File: src/hw/rtl/msf_pkg.sv
// Shared types, codes and the sigmoid table for the MLP forward-pass block.
package msf_pkg;

    localparam int CFG_W   = 7;
    localparam int COUNT_W = 7;
    localparam int ACT_W   = 9;

    typedef enum logic [1:0] {
        OP_LOAD_WEIGHT = 2'd0,
        OP_LOAD_PIXEL  = 2'd1,
        OP_RUN         = 2'd2
    } msf_op_t;

    typedef enum logic [1:0] {
        REG_INPUT_COUNT   = 2'd0,
        REG_HIDDEN_LAYERS = 2'd1,
        REG_HIDDEN_COUNT  = 2'd2,
        REG_OUTPUT_COUNT  = 2'd3
    } msf_reg_t;

    typedef enum logic [2:0] {
        ST_IDLE,
        ST_MAC,
        ST_DRAIN1,
        ST_DRAIN2,
        ST_WRITE,
        ST_OUT
    } msf_state_t;

    typedef struct packed {
        logic [1:0]         opcode;
        logic [2:0]         layer_index;
        logic [5:0]         source_node;
        logic [5:0]         target_node;
        logic signed [15:0] weight_value;
        logic [7:0]         pixel_value;
    } msf_in_t;

    typedef struct packed {
        logic [5:0]       output_index;
        logic [ACT_W-1:0] output_value;
        logic             last_output;
    } msf_out_t;

    // Controller to datapath commands
    typedef struct packed {
        logic wt_we;
        logic px_we;
        logic issue;
        logic layer0;
        logic clear;
        logic act_we;
        logic out_load;
        logic last;
        logic bank;
    } msf_cmd_t;

    typedef struct packed {
        logic out_taken;
    } msf_status_t;

    // Positive half of the logistic curve in unsigned Q1.8, argument step 1/8
    localparam logic [ACT_W-1:0] SIG_HALF [65] = '{
        9'd128, 9'd136, 9'd144, 9'd152, 9'd159, 9'd167, 9'd174, 9'd181,
        9'd187, 9'd193, 9'd199, 9'd204, 9'd209, 9'd214, 9'd218, 9'd222,
        9'd225, 9'd229, 9'd232, 9'd234, 9'd237, 9'd239, 9'd241, 9'd242,
        9'd244, 9'd245, 9'd246, 9'd248, 9'd248, 9'd249, 9'd250, 9'd251,
        9'd251, 9'd252, 9'd252, 9'd253, 9'd253, 9'd254, 9'd254, 9'd254,
        9'd254, 9'd254, 9'd255, 9'd255, 9'd255, 9'd255, 9'd255, 9'd255,
        9'd255, 9'd255, 9'd256, 9'd256, 9'd256, 9'd256, 9'd256, 9'd256,
        9'd256, 9'd256, 9'd256, 9'd256, 9'd256, 9'd256, 9'd256, 9'd256,
        9'd256
    };

endpackage

File: src/hw/rtl/msf_ctrl.sv
// Run sequencer: configuration registers, loop counters and state machine.
module msf_ctrl
    import msf_pkg::*;
#(
    parameter int MAX_NODES  = 64,
    parameter int MAX_LAYERS = 8
) (
    input  logic                            clk,
    input  logic                            rst_n,
    input  logic                            in_valid,
    output logic                            in_ready,
    input  logic [1:0]                      opcode,
    input  logic                            cfg_we,
    input  logic [1:0]                      cfg_index,
    input  logic [CFG_W-1:0]                cfg_data,
    input  msf_status_t                     status,
    output msf_cmd_t                        cmd,
    output logic [$clog2(MAX_LAYERS)-1:0]   layer,
    output logic [$clog2((MAX_NODES < 64) ? MAX_NODES : 64)-1:0] src,
    output logic [$clog2((MAX_NODES < 64) ? MAX_NODES : 64)-1:0] node
);

    localparam int NODE_CAP = (MAX_NODES < 64) ? MAX_NODES : 64;
    localparam int IW       = $clog2(NODE_CAP);
    localparam int LW       = $clog2(MAX_LAYERS);
    localparam int HL_MAX   = MAX_LAYERS - 2;

    msf_state_t state_reg, state_next;

    logic [COUNT_W-1:0] in_cnt_reg, hid_cnt_reg, out_cnt_reg;
    logic [2:0]         hid_lay_reg;

    logic [LW-1:0] layer_reg, layer_next;
    logic [IW-1:0] src_reg, src_next;
    logic [IW-1:0] node_reg, node_next;
    logic          bank_reg, bank_next;

    logic [COUNT_W-1:0] n_in, n_hc, n_out, prev_n, next_n;
    logic [LW-1:0]      n_hl;
    logic               run_start, src_last, node_last, last_layer;

    always_ff @(posedge clk or negedge rst_n)
    begin
        if (!rst_n)
        begin
            in_cnt_reg  <= COUNT_W'(64);
            hid_lay_reg <= 3'd6;
            hid_cnt_reg <= COUNT_W'(6);
            out_cnt_reg <= COUNT_W'(3);
        end
        else if (cfg_we)
        begin
            case (cfg_index)
                REG_INPUT_COUNT:   in_cnt_reg  <= cfg_data;
                REG_HIDDEN_LAYERS: hid_lay_reg <= cfg_data[2:0];
                REG_HIDDEN_COUNT:  hid_cnt_reg <= cfg_data;
                REG_OUTPUT_COUNT:  out_cnt_reg <= cfg_data;
                default: ;
            endcase
        end
    end

    // Clamp counts at use
    always_comb
    begin
        n_in  = (in_cnt_reg == '0) ? COUNT_W'(1) :
                (32'(in_cnt_reg) > NODE_CAP) ? COUNT_W'(NODE_CAP) : in_cnt_reg;
        n_hc  = (hid_cnt_reg == '0) ? COUNT_W'(1) :
                (32'(hid_cnt_reg) > NODE_CAP) ? COUNT_W'(NODE_CAP) : hid_cnt_reg;
        n_out = (out_cnt_reg == '0) ? COUNT_W'(1) :
                (32'(out_cnt_reg) > NODE_CAP) ? COUNT_W'(NODE_CAP) : out_cnt_reg;
        n_hl  = (hid_lay_reg == '0) ? LW'(1) :
                (32'(hid_lay_reg) > HL_MAX) ? LW'(HL_MAX) : LW'(hid_lay_reg);
    end

    assign last_layer = (layer_reg == n_hl);
    assign prev_n     = (layer_reg == '0) ? n_in : n_hc;
    assign next_n     = last_layer ? n_out : n_hc;
    assign src_last   = (COUNT_W'(src_reg) + COUNT_W'(1)) == prev_n;
    assign node_last  = (COUNT_W'(node_reg) + COUNT_W'(1)) == next_n;
    assign run_start  = in_valid && in_ready && (opcode == OP_RUN);

    always_ff @(posedge clk or negedge rst_n)
    begin
        if (!rst_n)
        begin
            state_reg <= ST_IDLE;
            layer_reg <= '0;
            src_reg   <= '0;
            node_reg  <= '0;
            bank_reg  <= 1'b0;
        end
        else
        begin
            state_reg <= state_next;
            layer_reg <= layer_next;
            src_reg   <= src_next;
            node_reg  <= node_next;
            bank_reg  <= bank_next;
        end
    end

    always_comb
    begin
        state_next = state_reg;
        case (state_reg)
            ST_IDLE:   if (run_start) state_next = ST_MAC;
            ST_MAC:    if (src_last) state_next = ST_DRAIN1;
            ST_DRAIN1: state_next = ST_DRAIN2;
            ST_DRAIN2: state_next = ST_WRITE;
            ST_WRITE:  state_next = last_layer ? ST_OUT : ST_MAC;
            ST_OUT:
            begin
                if (status.out_taken)
                begin
                    state_next = node_last ? ST_IDLE : ST_MAC;
                end
            end
            default:   state_next = ST_IDLE;
        endcase
    end

    always_comb
    begin
        layer_next = layer_reg;
        src_next   = src_reg;
        node_next  = node_reg;
        bank_next  = bank_reg;
        case (state_reg)
            ST_IDLE:
            begin
                layer_next = '0;
                src_next   = '0;
                node_next  = '0;
                bank_next  = 1'b0;
            end
            ST_MAC:
            begin
                src_next = src_last ? '0 : src_reg + IW'(1);
            end
            ST_WRITE:
            begin
                // advance to the next node, or flip banks at the end of a layer
                if (!last_layer)
                begin
                    if (node_last)
                    begin
                        node_next  = '0;
                        layer_next = layer_reg + LW'(1);
                        bank_next  = ~bank_reg;
                    end
                    else
                    begin
                        node_next = node_reg + IW'(1);
                    end
                end
            end
            ST_OUT:
            begin
                if (status.out_taken && !node_last)
                begin
                    node_next = node_reg + IW'(1);
                end
            end
            default: ;
        endcase
    end

    always_comb
    begin
        in_ready     = (state_reg == ST_IDLE);
        cmd          = '0;
        cmd.wt_we    = in_valid && in_ready && (opcode == OP_LOAD_WEIGHT);
        cmd.px_we    = in_valid && in_ready && (opcode == OP_LOAD_PIXEL);
        cmd.issue    = (state_reg == ST_MAC);
        cmd.layer0   = (layer_reg == '0);
        cmd.clear    = (state_reg == ST_IDLE) || (state_reg == ST_WRITE);
        cmd.act_we   = (state_reg == ST_WRITE) && !last_layer;
        cmd.out_load = (state_reg == ST_WRITE) && last_layer;
        cmd.last     = node_last;
        cmd.bank     = bank_reg;
    end

    assign layer = layer_reg;
    assign src   = src_reg;
    assign node  = node_reg;

endmodule

File: config.mk
export PLATFORM = sky130hd
export DESIGN_NAME = msf_ctrl
export DESIGN_NICKNAME = d
export VERILOG_FILES = /design/src/hw/rtl/msf_pkg.sv /design/src/hw/rtl/msf_ctrl.sv
export SDC_FILE = /design/constraint.sdc
export NUM_CORES = 1
export LEC_CHECK = 0
export BUFFER_PORTS_ARGS = -buffer_cell sky130_fd_sc_hd__buf_2
export CORE_ASPECT_RATIO = 1.5
export CORE_UTILIZATION = 40
export CTS_CLUSTER_SIZE = 14
export DETAILED_ROUTE_END_ITERATION = 10
export SYNTH_ARGS = -nofsm -noshare
export SYNTH_HDL_FRONTEND = slang
export SYNTH_SLANG_ARGS = --single-unit
File: constraint.sdc
create_clock -name clk -period 5.6 [get_ports clk]
set_input_delay 0 -clock clk [delete_from_list [all_inputs] [get_ports clk]]
set_output_delay 0 -clock clk [all_outputs]
set_load 0.02 [all_outputs]
* After elaboration in Yosys (flattened, before gate mapping)
Index checks and enable logic that the tools add are counted.
W data, S select, Z words.
** Word-level totals
- Bits of input ports :: 16
- Word-level logic and storage cells :: 94
- Register bits after elaboration :: 43
- Output and inout port bits :: 25
** Operators by class
- Multiplexer cells :: 28
- Magnitude comparators :: 4
- Reduce and logical (&&, ||, !) cells :: 28
- Add/subtract/negate cells :: 5
- Bitwise gates (word level) :: 1
- Equal/unequal tests :: 19
** Operators with widths (count)
- $mux W7 :: 8
- $mux W3 :: 8
- $mux W6 :: 4
- $gt A7 B7 Y1 const B :: 3
- $logic_not A7 Y1 :: 3
- $pmux W3 S6 :: 1
- $pmux W6 S3 :: 1
- $add A6 B1 Y7 const B :: 2
- $eq A7 B7 Y1 :: 2
- $add A6 B1 Y6 const B :: 2
- $pmux W6 S2 :: 1
- $logic_not A3 Y1 :: 3
- $reduce_and A3 Y1 :: 3
- $ne A2 B2 Y1 const B :: 4
- $reduce_and A2 Y1 :: 4
- $logic_and A1 B1 Y1 :: 7
- $eq A2 B2 Y1 const B :: 3
- $eq A3 B2 Y1 const B :: 2
- $eq A3 B3 Y1 const B :: 2
- $pmux W3 S2 :: 1
- $eq A2 B1 Y1 const B :: 2
- $logic_not A2 Y1 :: 2
- $ne A2 B1 Y1 const B :: 2
- $reduce_bool A2 Y1 :: 2
- other kinds (10) :: 13

* Logic depth before layout (Yosys ltp)
- Word-level depth :: 10
- Mapped depth :: 12
- Depth with buffers taken out :: 11

* Least setup slack after synthesis
Ideal clock, no wire load.
- Path kind :: register to register
- Start :: register layer_reg[2], in the netlist layer[2]
- End :: register node_reg[2], in the netlist node[2]
- Clock period less this slack :: 2831 ps
- Cell stages (with the launch flop) :: 9
- Data required time :: 5474 ps
- Setup time :: 126 ps
- Path buffers :: 0
- Arrival :: 2705 ps
- Setup slack :: 2769 ps
- Cells stage by stage :: dfrtp_1 -> or4_4 -> mux2_4 -> and4_4 -> a2111oi_4 -> a221oi_2 -> and4_4 -> o31a_4 -> a221o_1
** Between the ends
- Longest elaborated chain between the ends :: 7
- Elaborated cells between the ends (all ways) :: 11
- Those cells by class :: eq/ne: 4; mux: 4; reduce/logical: 3
** RTL lines
- from (decl) :: RTL line msf_ctrl.sv:33 : logic [LW-1:0] layer_reg, layer_next;
- from (signal assigned) :: RTL line msf_ctrl.sv:96 : layer_reg <= layer_next;
- $eq A3 B3 Y1 * :: RTL line msf_ctrl.sv:76 : assign last_layer = (layer_reg == n_hl);
- $mux W7 :: RTL line msf_ctrl.sv:78 : assign next_n = last_layer ? n_out : n_hc;
- $eq A7 B7 Y1 :: RTL line msf_ctrl.sv:80 : assign node_last = (COUNT_W'(node_reg) + COUNT_W'(1)) == next_n;
- $logic_not A1 Y1 :: RTL line msf_ctrl.sv:160 : if (status.out_taken && !node_last)
- $logic_and A1 B1 Y1 :: RTL line msf_ctrl.sv:160
- $ne A2 B2 Y1 (no source line)
- $reduce_and A3 Y1 (no source line)
- to (signal assigned) :: RTL line msf_ctrl.sv:98 : node_reg <= node_next;
- to (decl) :: RTL line msf_ctrl.sv:35 : logic [IW-1:0] node_reg, node_next;
Every way passes the cells marked *; elsewhere a longest branch is shown, timed or not. The select of a mux whose other input is x is not followed.
A chain may end at the register's enable or synchronous reset.

* Worst setup path after layout
Ends and elaborated chain as after synthesis.

==> flow_summary_export.csv <==
group,metric,value,unit
place,dp_cells,378,
sta,rsz0062_at_grt,"no",
global_route,grt_pass1_wl,10620,um
power,switching_share,0.3938,
flow_run,drv_cap,0,
power,p_clk_frac,0.190,
global_route,grt_use_total,0.1908,
place,dp_hpwl,4950,um
yosys,syn_avg_cell_area,10.02,um^2
power,p_int,0.6326,mW
power,p_sw,0.4110,mW
cells_and_area,antenna_cells,0,
yosys,yosysWarnings,0,
sta,setup_tns,0,ns
power,power,1.044,mW
sta,max_freq,320.9,MHz
clock_network,cts_tree,"yes",
yosys,synth_most_common_cell,"dfrtp_1",
clock_network,cts-root-buf,"clkbuf_8",
yosys,ys_top_cells_by_count,"36 x dfrtp_1, 25 x mux2_2, 20 x nand2_1, 12 x nand3_1, 12 x nor2_1",
cells_and_area,fin_cells,392,
sta,fin_crit_sh,0.5565,
die,rows,36,
route,ant_nets,0,
power,ir_drop,0.2053,mV
clock_network,insertion_delay,0.30,ns
power,combPwrFrac,0.381,
setup_path,worstPathArrival,3.30,ns
yosys,ys_types,62,
clock_network,clockBufferDepth,2,
sta,maxSlewHeadroom,0.1867,
route,wirelength,6547,um
yosys,synthCells,273,
die,core_area,6531,um^2
setup_path,start_kind,"register",
yosys,ys_top_cells_by_area,"dfrtp_1 33%, mux2_2 10%, dfstp_2 6.7%",
clock_network,cts-buffers-inserted,5,
global_route,antenna_found_initial,0,
yosys,synth_ff_type,"dfrtp_1",
sta,tightest_slew,1.217,ns
yosys,yosysSeqAreaShare,0.3964,
power,powerDensity,334.8,nW/um^2
setup_path,path_max_fanout,13,
global_route,grt_pass1_vias,2190,
yosys,syn-num-nets,293,
cells_and_area,drive_gt1_frac,0.3038,
yosys,syn_area,2736,um^2
die,floorplan.initialDensity,0.4190,
route,vias_per_cell,5.643,
outcome,outcome,"complete, no violations",
sta,setup_viol,0,
sta,report.final.slew_viol_count,0,
route,drtIter0Drc,80,
route,vias,2212,
die,ios,41,
clock_network,h-tree-depth,2,
setup_path,crit_path_end_kind,"register",
setup_path,worst-setup-path-type,"reg2reg",
global_route,grt_max_degree,44,
power,power.leakage,1.440,nW
cells_and_area,nets,335,
yosys,synth_top_area_cell,"dfrtp_1",
clock_network,cts_sinks,43,
sta,finalHoldViolCount,0,
yosys,synth-async-reset-ratio,1.000,
setup_path,required,5.79,ns
die,die_h,103.3,um
sta,period_minus_slack,3.116,ns
worst_hold_path,hp-class,"in2reg",
clock_network,clk_pin_slew,0.08,ns
power,power_frac_seq,0.429,
place,gp_congestion,0.9091,
global_route,grt_overflow,0,
yosys,synth-seq-cells,43,
clock_network,post_cts_buffers,0,
sta,fin_skew,0.003347,ns
place,port_buffers,40,
route,drt-wirelength-per-cell,16.70,um
die,dieArea,7182,um^2
route,dr.pass1.iters,4,
cells_and_area,syn2layout_area_growth,13.90,%
yosys,synth_edf_count,0,
die,die_x,69.53,um
yosys,synth_top_area_share,0.3292,
route,drc,0,
## timing repair
item                                    CTS  global route
hold endpoints to repair                 52             0
endpoints found under the setup margin    0             0
resized for setup                         0             0
hold buffers                              6             0
## metrics by stage
stage / util / hold WS (ns) / cell area (um^2) / worst slack (ns)
final: 0.4772 / 0.01111 / 3117 / 2.484
after global routing: 0.4772 / 0.003461 / 3117 / 2.283
after CTS: 0.4772 / 0.003881 / 3117 / 2.485
after detailed placement: 0.4550 / 0.2218 / 2972 / 2.528
after global placement: 0.4550 / 0.2099 / 2972 / 2.571
after floorplan: - / -0.2956 / 2736 / 2.769
## layout make-up
class | count | area (um^2)
multi-input cells | 210 | 1558
clock buffers | 6 | 72.57
repair buffers | 46 | 260.3
clock inverters | 2 | 12.51
inverters | 9 | 33.78
fillers | 619 | 3415
well taps | 76 | 95.09
flip-flops and latches | 43 | 1085
## logic make-up after synthesis
family / synth area share
fa+ha+maj: 0.01829
buf+inv: 0.03429
xor+xnor: 0.04801
compound gates: 0.1564
simple gates: 0.2295
mux: 0.1171
flops: 0.3964
## worst max-delay path, cell delays in order (launching register included)
cell and delay, ns:
dfrtp_1 0.50, or4_4 0.58, mux2_4 0.33, a2111oi_0 0.43
nor4_1 0.11, a311oi_1 0.23, and4_4 0.38, nor2_1 0.10
a221o_1 0.35
## worst paths after layout
path	start	endpoint	slack [ns]	cells past startpoint
min in group asynchronous	rst_n	in_cnt_reg[4]$_DFFE_PN0P_	0.40	2
setup reg to reg	layer[2]$_DFFE_PN0P_	node[2]$_DFFE_PN0P_	2.48	8
hold / removal	cfg_data[0]	out_cnt_reg[0]$_DFFE_PN1P_	0.01	2
hold reg to reg	hid_cnt_reg[0]$_DFFE_PN0P_	hid_cnt_reg[0]$_DFFE_PN0P_	0.51	1
setup / recovery	layer[2]$_DFFE_PN0P_	node[2]$_DFFE_PN0P_	2.48	8
max in group asynchronous	rst_n	in_cnt_reg[0]$_DFFE_PN0P_	4.58	2
## metal layers
metal / vias up / wire, um / GRT usage
met5: - / 0 / 0
met4: 0 / 97 / 0.05651
met3: 9 / 180 / 0.03391
met2: 46 / 3485 / 0.3712
met1: 1067 / 2783 / 0.2113
li1: 1090 / - / -
## placed cells by master, fill, tap and decap left out, types with 4 or more instances in the layout
| master | instances |
|---|---|
| buf_2 | 40 |
| nor3_1 | 10 |
| or2_2 | 5 |
| nor2_1 | 12 |
| nand3_1 | 12 |
| nand2b_1 | 7 |
| nor2b_1 | 8 |
| nor4bb_1 | 4 |
| o21ai_0 | 11 |
| nor4_1 | 4 |
| mux2_2 | 25 |
| dfrtp_1 | 36 |
| xnor2_1 | 8 |
| nand2_1 | 20 |
| and3_1 | 5 |
| xor2_1 | 7 |
| dlygate4sd3_1 | 6 |
| a21oi_1 | 10 |
| dfstp_2 | 7 |
| clkbuf_8 | 5 |
| inv_1 | 8 |
| ha_1 | 4 |
## power by group through the flow
stage	clock network [mW]	logic (mW)	registers (mW)
detailed placement	0	0.394	0.455
CTS	0.203	0.399	0.448
global route	0.217	0.442	0.459
global placement	0	0.392	0.451
finish	0.198	0.398	0.448
floorplan	0	0.309	0.430
(Power assumes the default switching activity.)
